`src/hw/rtl/pee_pkg.sv`:
```
// Shared constants, codes and interface types of the prefix expression evaluator.
// Used by pee_divider and prefix_expression_evaluator_unit; depends on nothing.
`timescale 1ns / 1ps
`default_nettype none

package pee_pkg;

  // Operand stack geometry.
  localparam int STACK_DEPTH = 16;
  localparam int ADDR_W      = (STACK_DEPTH > 1) ? $clog2(STACK_DEPTH) : 1;
  localparam int CNT_W       = $clog2(STACK_DEPTH + 1);

  // Data path width and divider iteration counter width.
  localparam int DATA_W     = 32;
  localparam int DIV_CNT_W  = $clog2(DATA_W);

  // Token kinds.
  localparam logic [2:0] OP_NUMBER = 3'd0;
  localparam logic [2:0] OP_MUL    = 3'd1;
  localparam logic [2:0] OP_DIV    = 3'd2;
  localparam logic [2:0] OP_ADD    = 3'd3;
  localparam logic [2:0] OP_SUB    = 3'd4;

  // Result status codes.
  localparam logic [2:0] ST_OK       = 3'd0;
  localparam logic [2:0] ST_MISSING  = 3'd1;
  localparam logic [2:0] ST_NOT_ONE  = 3'd2;
  localparam logic [2:0] ST_DIV_ZERO = 3'd3;
  localparam logic [2:0] ST_OVERFLOW = 3'd4;

  // Request from the sequencer to the divider.
  typedef struct packed {
    logic              start;
    logic [DATA_W-1:0] dividend;
    logic [DATA_W-1:0] divisor;
  } div_req_t;

  // Response from the divider.
  typedef struct packed {
    logic              done;
    logic [DATA_W-1:0] quotient;
  } div_rsp_t;

endpackage

`default_nettype wire

```
`src/hw/rtl/prefix_expression_evaluator_unit.sv`:
```
// Top level of the prefix expression evaluator: token sequencer, operand stack memory
// and result register. Depends on pee_pkg and instantiates pee_divider.
`timescale 1ns / 1ps
`default_nettype none

//  Channel | Direction | Handshake          | Payload
//  --------+-----------+--------------------+------------------------------------------
//  in_     | input     | in_valid/in_stall  | operation, operand_value, last_token
//  out_    | output    | out_valid/out_stall| status, result_value
//
// A number token is pushed in the idle state. Add, subtract and multiply take three steps: accept
// with the stack read, compute, write back. A divide waits between compute and write back on the
// one-bit-per-cycle divider. A token marked last adds two steps to read the bottom
// entry of the stack and load the result register; the result register lets the next
// expression start while the result still waits to be taken.
// Reset is synchronous and active low; it empties the stack and clears the error.
// The stack memory itself is not cleared, as entries above the count are never read.
// A stalled result blocks only the next last token, in its final step.

module prefix_expression_evaluator_unit
  import pee_pkg::*;
(
  input  wire logic               clk,
  input  wire logic               rst_n,

  input  wire logic               in_valid,
  output logic                    in_stall,
  input  wire logic [2:0]         in_operation,
  input  wire logic signed [31:0] in_operand_value,
  input  wire logic               in_last_token,

  output logic                    out_valid,
  input  wire logic               out_stall,
  output logic [2:0]              out_status,
  output logic signed [31:0]      out_result_value
);

  typedef enum logic [2:0] {
    S_IDLE,
    S_READ,
    S_DIV_WAIT,
    S_WRITE,
    S_FINAL,
    S_FREAD
  } state_t;

  // Sequencer state and its next values.
  state_t            state_r,      state_nxt;
  logic [CNT_W-1:0]  count_r,      count_nxt;
  logic [2:0]        err_r,        err_nxt;
  logic [2:0]        op_r,         op_nxt;
  logic              last_r,       last_nxt;
  logic [DATA_W-1:0] res_r,        res_nxt;
  logic              out_valid_r,  out_valid_nxt;
  logic [2:0]        out_status_r, out_status_nxt;
  logic [DATA_W-1:0] out_value_r,  out_value_nxt;

  // Operand stack memory with two registered read ports and one write port.
  logic [DATA_W-1:0] stack_mem [STACK_DEPTH];
  logic [DATA_W-1:0] rd_a_r;
  logic [DATA_W-1:0] rd_b_r;
  logic [ADDR_W-1:0] rd_addr_a;
  logic [ADDR_W-1:0] rd_addr_b;
  logic              mem_we;
  logic [ADDR_W-1:0] mem_waddr;
  logic [DATA_W-1:0] mem_wdata;

  logic              accept;
  logic              out_free;
  logic [CNT_W-1:0]  count_m1;
  logic [CNT_W-1:0]  count_m2;
  logic [DATA_W-1:0] product;
  state_t            after_token;

  div_req_t          div_req;
  div_rsp_t          div_rsp;

  pee_divider u_div (
    .clk   (clk),
    .rst_n (rst_n),
    .req   (div_req),
    .rsp   (div_rsp)
  );

  assign in_stall = (state_r != S_IDLE);
  assign accept   = in_valid && !in_stall;
  assign out_free = !out_valid_r || !out_stall;

  assign count_m1 = count_r - CNT_W'(1);
  assign count_m2 = count_r - CNT_W'(2);

  // The top of the stack is the left operand, the entry below it the right one.
  assign product = rd_a_r * rd_b_r;

  always_comb begin
    // After a token is done, a last token goes on to produce the result.
    after_token = last_r ? S_FINAL : S_IDLE;

    state_nxt      = state_r;
    count_nxt      = count_r;
    err_nxt        = err_r;
    op_nxt         = op_r;
    last_nxt       = last_r;
    res_nxt        = res_r;
    out_status_nxt = out_status_r;
    out_value_nxt  = out_value_r;
    out_valid_nxt  = out_valid_r && out_stall;

    rd_addr_a = count_m1[ADDR_W-1:0];
    rd_addr_b = count_m2[ADDR_W-1:0];
    mem_we    = 1'b0;
    mem_waddr = count_r[ADDR_W-1:0];
    mem_wdata = in_operand_value;

    div_req.start    = 1'b0;
    div_req.dividend = rd_a_r;
    div_req.divisor  = rd_b_r;

    case (state_r)
      S_IDLE: begin
        if (accept) begin
          op_nxt   = in_operation;
          last_nxt = in_last_token;
          if (err_r != ST_OK || in_operation > OP_SUB) begin
            // A latched error or an unknown code leaves the stack alone.
            state_nxt = in_last_token ? S_FINAL : S_IDLE;
          end else if (in_operation == OP_NUMBER) begin
            if (count_r >= CNT_W'(STACK_DEPTH)) begin
              err_nxt = ST_OVERFLOW;
            end else begin
              mem_we    = 1'b1;
              count_nxt = count_r + 1'b1;
            end
            state_nxt = in_last_token ? S_FINAL : S_IDLE;
          end else if (count_r < CNT_W'(2)) begin
            err_nxt   = ST_MISSING;
            state_nxt = in_last_token ? S_FINAL : S_IDLE;
          end else begin
            // Both operands are read from the memory at this edge.
            state_nxt = S_READ;
          end
        end
      end
      S_READ: begin
        case (op_r)
          OP_MUL: begin
            res_nxt   = product;
            state_nxt = S_WRITE;
          end
          OP_DIV: begin
            if (rd_b_r == '0) begin
              err_nxt   = ST_DIV_ZERO;
              state_nxt = after_token;
            end else begin
              div_req.start = 1'b1;
              state_nxt     = S_DIV_WAIT;
            end
          end
          OP_ADD: begin
            res_nxt   = rd_a_r + rd_b_r;
            state_nxt = S_WRITE;
          end
          default: begin
            res_nxt   = rd_a_r - rd_b_r;
            state_nxt = S_WRITE;
          end
        endcase
      end
      S_DIV_WAIT: begin
        if (div_rsp.done) begin
          res_nxt   = div_rsp.quotient;
          state_nxt = S_WRITE;
        end
      end
      S_WRITE: begin
        // Two operands out, one result in, at the lower operand's place.
        mem_we    = 1'b1;
        mem_waddr = count_m2[ADDR_W-1:0];
        mem_wdata = res_r;
        count_nxt = count_m1;
        state_nxt = after_token;
      end
      S_FINAL: begin
        rd_addr_a = '0;
        state_nxt = S_FREAD;
      end
      S_FREAD: begin
        rd_addr_a = '0;
        if (out_free) begin
          out_valid_nxt = 1'b1;
          if (err_r != ST_OK) begin
            out_status_nxt = err_r;
            out_value_nxt  = '0;
          end else if (count_r == CNT_W'(1)) begin
            out_status_nxt = ST_OK;
            out_value_nxt  = rd_a_r;
          end else begin
            out_status_nxt = ST_NOT_ONE;
            out_value_nxt  = '0;
          end
          count_nxt = '0;
          err_nxt   = ST_OK;
          state_nxt = S_IDLE;
        end
      end
      default: begin
        state_nxt = S_IDLE;
      end
    endcase
  end

  always_ff @(posedge clk) begin
    if (!rst_n) begin
      state_r     <= S_IDLE;
      count_r     <= '0;
      err_r       <= ST_OK;
      out_valid_r <= 1'b0;
    end else begin
      state_r     <= state_nxt;
      count_r     <= count_nxt;
      err_r       <= err_nxt;
      out_valid_r <= out_valid_nxt;
    end
    op_r         <= op_nxt;
    last_r       <= last_nxt;
    res_r        <= res_nxt;
    out_status_r <= out_status_nxt;
    out_value_r  <= out_value_nxt;
  end

  // Stack memory: one write port, two registered read ports.
  always_ff @(posedge clk) begin
    if (mem_we) begin
      stack_mem[mem_waddr] <= mem_wdata;
    end
    rd_a_r <= stack_mem[rd_addr_a];
    rd_b_r <= stack_mem[rd_addr_b];
  end

  assign out_valid        = out_valid_r;
  assign out_status       = out_status_r;
  assign out_result_value = out_value_r;

  // The stack count never passes the depth of the memory.
  a_count_bound: assert property (@(posedge clk) disable iff (!rst_n)
    count_r <= CNT_W'(STACK_DEPTH))
    else $error("stack count beyond depth");

  // The divider is never started on a zero divisor.
  a_div_nonzero: assert property (@(posedge clk) disable iff (!rst_n)
    div_req.start |-> (div_req.divisor != '0))
    else $error("divider started on zero divisor");

  // An error result always carries a zero value.
  a_err_zero: assert property (@(posedge clk) disable iff (!rst_n)
    (out_valid_r && out_status_r != ST_OK) |-> (out_value_r == '0))
    else $error("error result with nonzero value");

  // Delivering a result empties the stack and clears the error.
  a_final_clear: assert property (@(posedge clk) disable iff (!rst_n)
    (state_r == S_FREAD && out_free) |=> (count_r == '0 && err_r == ST_OK))
    else $error("state not cleared after result");

  // A result is loaded only while the output register is free.
  a_no_overwrite: assert property (@(posedge clk) disable iff (!rst_n)
    (out_valid_r && out_stall) |=> $stable(out_value_r) && $stable(out_status_r))
    else $error("pending result overwritten");

endmodule

`default_nettype wire

```
`src/hw/rtl/pee_divider.sv`:
```
// Iterative signed divider, one quotient bit per cycle, truncating toward zero.
// Depends on pee_pkg for the data width and the request and response types.
`timescale 1ns / 1ps
`default_nettype none

module pee_divider
  import pee_pkg::*;
(
  input  wire logic     clk,
  input  wire logic     rst_n,
  input  wire div_req_t req,
  output div_rsp_t      rsp
);

  typedef enum logic [1:0] {
    D_IDLE,
    D_RUN,
    D_FIX
  } dstate_t;

  dstate_t              state_r;
  logic [DIV_CNT_W-1:0] cnt_r;
  logic [DATA_W-1:0]    rem_r;
  logic [DATA_W-1:0]    quo_r;
  logic [DATA_W-1:0]    den_r;
  logic                 neg_r;
  logic                 done_r;

  logic [DATA_W:0]      rem_shift;
  logic [DATA_W:0]      diff;

  assign rem_shift = {rem_r, quo_r[DATA_W-1]};
  assign diff      = rem_shift - {1'b0, den_r};

  always_ff @(posedge clk) begin
    if (!rst_n) begin
      state_r <= D_IDLE;
      done_r  <= 1'b0;
    end else begin
      done_r <= 1'b0;
      case (state_r)
        D_IDLE: begin
          if (req.start) begin
            // Work on magnitudes; the sign is put back at the end.
            den_r   <= req.divisor[DATA_W-1] ? (~req.divisor + 1'b1) : req.divisor;
            quo_r   <= req.dividend[DATA_W-1] ? (~req.dividend + 1'b1) : req.dividend;
            rem_r   <= '0;
            neg_r   <= req.dividend[DATA_W-1] ^ req.divisor[DATA_W-1];
            cnt_r   <= DIV_CNT_W'(DATA_W - 1);
            state_r <= D_RUN;
          end
        end
        D_RUN: begin
          if (!diff[DATA_W]) begin
            rem_r <= diff[DATA_W-1:0];
          end else begin
            rem_r <= rem_shift[DATA_W-1:0];
          end
          quo_r <= {quo_r[DATA_W-2:0], ~diff[DATA_W]};
          if (cnt_r == '0) begin
            state_r <= D_FIX;
          end else begin
            cnt_r <= cnt_r - 1'b1;
          end
        end
        D_FIX: begin
          quo_r   <= neg_r ? (~quo_r + 1'b1) : quo_r;
          done_r  <= 1'b1;
          state_r <= D_IDLE;
        end
        default: begin
          state_r <= D_IDLE;
        end
      endcase
    end
  end

  assign rsp.done     = done_r;
  assign rsp.quotient = quo_r;

endmodule

`default_nettype wire

```
`config.mk`:
```
export PLATFORM = sky130hd
export DESIGN_NAME = prefix_expression_evaluator_unit
export DESIGN_NICKNAME = d
export VERILOG_FILES = /design/src/hw/rtl/pee_pkg.sv /design/src/hw/rtl/prefix_expression_evaluator_unit.sv /design/src/hw/rtl/pee_divider.sv
export SDC_FILE = /design/constraint.sdc
export NUM_CORES = 2
export LEC_CHECK = 0
export BUFFER_PORTS_ARGS = -buffer_cell sky130_fd_sc_hd__buf_2
export CORE_ASPECT_RATIO = 0.9
export CORE_UTILIZATION = 50
export DETAILED_ROUTE_END_ITERATION = 7
export GPL_TIMING_DRIVEN = 0
export PLACE_DENSITY = 0.66
export SLEW_MARGIN = 20
export SYNTH_ARGS = -nofsm -noshare
export SYNTH_HDL_FRONTEND = slang
export SYNTH_SLANG_ARGS = --single-unit
```
`constraint.sdc`:
```
create_clock -name clk -period 9.57 [get_ports clk]
set_input_delay 0.4785 -clock clk [delete_from_list [all_inputs] [get_ports clk]]
set_output_delay 0.4785 -clock clk [all_outputs]
set_load 0.02 [all_outputs]
```
==> impl_metrics.csv <==
group,metric,value,unit
status,status,"finished clean",
layout,fin_nets,5767,
clock_tree,cts_tree,"built",
drt,ant_nets,0,
placement,dp_hpwl,144000,um
sta,finalHoldWorstSlack,0.125,ns
global_route,antenna_found_initial,10,
logic_synthesis,synth_top_family_by_area,"adder cells",
die,dieHeight,315,um
hold_path,hold_path_class,"input port to register",
logic_synthesis,synthSimpleGateAreaFrac,0.135,
layout,syn2layout_area_growth,10.8,%
die,fp.dieArea,110000,um^2
worst_setup_path,rr_endpoint,"res_r[31]$_DFFE_PP_",
global_route,grt_pass1_wl,276000,um
sta,finalHoldViolCount,0,
sta,worst_slew_pin_slew,1.16,ns
logic_synthesis,syn_inst,4928,
hold_path,worstHoldPathCells,2,
clock_tree,cts_buffers,80,
clock_tree,h-tree-depth,3,
hold_path,hold_end,"err_r[1]$_SDFFE_PN0P_",
logic_synthesis,synth_compound_area_frac,0.0928,
worst_setup_path,cp_max_fo,10,
logic_synthesis,yosysWarningCount,0,
clock_tree,clk_pin_slew,0.06,ns
die,start_util,0.506,
drt,wire_per_inst,28.7,um
logic_synthesis,syn_avg_cell_area,11.1,um^2
logic_synthesis,yosysSeqAreaShare,0.407,
worst_setup_path,end_kind,"register",
global_route,grt_pass1_vias,41188,
sta,slew_viol_final,0,
worst_setup_path,reg2reg_slack,0.03,ns
worst_setup_path,arrival,9.95,ns
sta,finalSetupViolations,0,
worst_setup_path,rr_startpoint,"rd_a_r[4]$_DFF_P_",
logic_synthesis,synth_area_leader_cell,"edfxtp_1",
logic_synthesis,synthMuxAreaShare,0.0759,
die,io_pins,77,
die,core,108000,um^2
logic_synthesis,synth.top_cells.by_area,"edfxtp_1 38%, fa_1 15%, mux4_2 6.6%",
logic_synthesis,synth_area,54500,um^2
clock_tree,clockBufferDepth,3,
logic_synthesis,synth_edf_count,685,
sta,slew_headroom,0.229,
clock_tree,clock_latency,0.70,ns
sta,fmax,105,MHz
global_route,overflow,0,
layout,drive_gt1_frac,0.0906,
drt,viasPerCell,6.31,
global_route,gr-usage-all-layers,0.349,
placement,port_buffers,76,
hold_path,hold_start,"rst_n",
sta,rsz0062_at_grt,"false",
clock_tree,cts_sinks,764,
die,dieWidth,350,um
worst_setup_path,crit_type,"register to register",
logic_synthesis,synth_xor_area_frac,0.0397,
worst_setup_path,crit_path_start_kind,"register",
clock_tree,cts_setup_buffers,0,
die,rows,114,
drt,routed-wl-met2,85300,um
drt,drc,0,
drt,dr_wl_met3,23700,um
drt,drt-initial-drc-count,5558,
logic_synthesis,syn-num-nets,5577,
logic_synthesis,yosysUniqueCellTypes,79,
drt,vias,41914,
logic_synthesis,synth_top_area_share,0.378,
worst_setup_path,reg2reg_depth,26,
logic_synthesis,ys_ff_latch,764,
logic_synthesis,synthArstFlopShare,0,
drt,dr.max_layer_used,"met5",
drt,drt_pre_antenna_iters,6,
logic_synthesis,synth_fa_ha_area_frac,0.196,
clock_tree,clock-root-buffer,"clkbuf_16",
sta,finalCriticalPeriod,9.54,ns
drt,wl_met1,70100,um
drt,wl,191000,um
global_route,grt_max_degree,34,
logic_synthesis,ys.flop_type,"edfxtp_1",
sta,period_share,0.997,
run,drv_cap,0,
worst_setup_path,critPathRequiredTime,9.98,ns
placement,place_congestion,1.03,
sta,skew,0.0374,ns
-- repair_timing --
| action | in CTS | in global routing |
|---|---|---|
| endpoints found under the hold margin | 4 | 0 |
| gates cloned | 0 | 0 |
| endpoints found under the setup margin | 1 | 2 |
| resized for setup | 1 | 47 |
| hold buffers | 4 | 0 |
-- synth_stat cells (110+ instances only) --
library cell and count:
a21oi_1 201, and2_1 350, clkbuf_1 299, edfxtp_1 685
fa_1 410, ha_1 199, inv_1 444, mux4_2 160
nand2_1 745, nor2_1 192, o21ai_0 110, o22ai_1 110
xnor2_1 192
-- placed cells by master (no fill, tap or decap), types with 110 or more instances in the layout --
cell type / Yosys / layout
a21oi_1: 201 / 200
and2_1: 350 / 350
clkbuf_1: 299 / 286
edfxtp_1: 685 / 685
fa_1: 410 / 410
ha_1: 199 / 199
inv_1: 444 / 444
mux4_2: 160 / 160
nand2_1: 745 / 745
nor2_1: 192 / 174
o21ai_0: 110 / 110
o22ai_1: 110 / 110
xnor2_1: 192 / 192
-- area by class of cell --
type / count / area [um^2]
plain buffers: 323 / 1290
diodes: 8 / 20.0
clock inverters: 47 / 504
well taps: 1450 / 1810
inverters: 444 / 1670
repair buffers: 113 / 1160
flip-flops and latches: 764 / 22200
fillers: 9097 / 47400
multi-input cells: 3392 / 29600
clock buffers: 102 / 2160
-- critical path, stage by stage, from the launching register on --
cell and delay (ns):
dfxtp_1 0.75, clkbuf_1 0.70, clkbuf_1 0.67, nand2_1 0.18, fa_1 0.46, inv_1 0.08
fa_1 0.44, fa_1 0.51, inv_1 0.05, fa_1 0.47, inv_1 0.04, ha_1 0.26
ha_1 0.29, fa_1 0.51, fa_1 0.43, ha_1 0.35, and3_1 0.24, and3_1 0.19
o211ai_1 0.15, a21oi_1 0.28, a2111oi_0 0.55, nor2_1 0.20, a41o_1 0.31, a21o_1 0.18
a21oi_1 0.26, xnor2_1 0.19, a222oi_1 0.53
-- sequential cells by signal, indices dropped and copies added (netlist names), 32 cells and up --
name	flops
rd_a_r	32
u_div.quo_r	32
out_result_value	32
u_div.den_r	32
stack_mem	512
rd_b_r	32
u_div.rem_r	32
res_r	32
-- worst max-delay path by stage --
stage                  startpoint             endpoint  slack [ns]  cells past startpoint
3_3_place_gp    rd_b_r[7]$_DFF_P_  res_r[31]$_DFFE_PP_       -0.01                     27
3_5_place_dp    rd_b_r[7]$_DFF_P_  res_r[31]$_DFFE_PP_      -0.009                     27
6_report        rd_a_r[4]$_DFF_P_  res_r[31]$_DFFE_PP_        0.03                     26
2_1_floorplan   rd_b_r[6]$_DFF_P_  res_r[31]$_DFFE_PP_        2.07                     27
5_1_grt        rd_b_r[13]$_DFF_P_  res_r[31]$_DFFE_PP_       0.006                     29
4_1_cts         rd_b_r[5]$_DFF_P_  res_r[31]$_DFFE_PP_        0.05                     27
-- logic make-up after synthesis --
logic type	count (synthesis)
muxes	213
buffers and inverters	772
adders and majority gates	609
and+or+nand+nor	1544
DFF	764
AOI/OAI and AO/OA	779
xor gates and xnor gates	247
-- metal layers --
metal	global-route usage	vias to the layer above
met4	0.184	4
li1	-	17527
met3	0.0950	665
met2	0.533	2963
met5	0	-
met1	0.455	20755
-- through the flow --
step           utilization  instances   TNS, ns  setup slack (ns)  instance area [um^2]
2_1_floorplan            -       4928         0              2.07                 54500
4_1_cts              0.560       6638         0            0.0491                 60300
5_1_grt              0.560       6635         0           0.00564                 60300
3_5_place_dp         0.534       6486  -0.00934          -0.00934                 57600
6_report             0.560       6643         0            0.0254                 60300
3_3_place_gp         0.526       6454   -0.0105           -0.0105                 56700
Power is left out: the tool's default activity adds up to more than one toggle a clock period on the data nets, which glitch-free logic cannot reach.
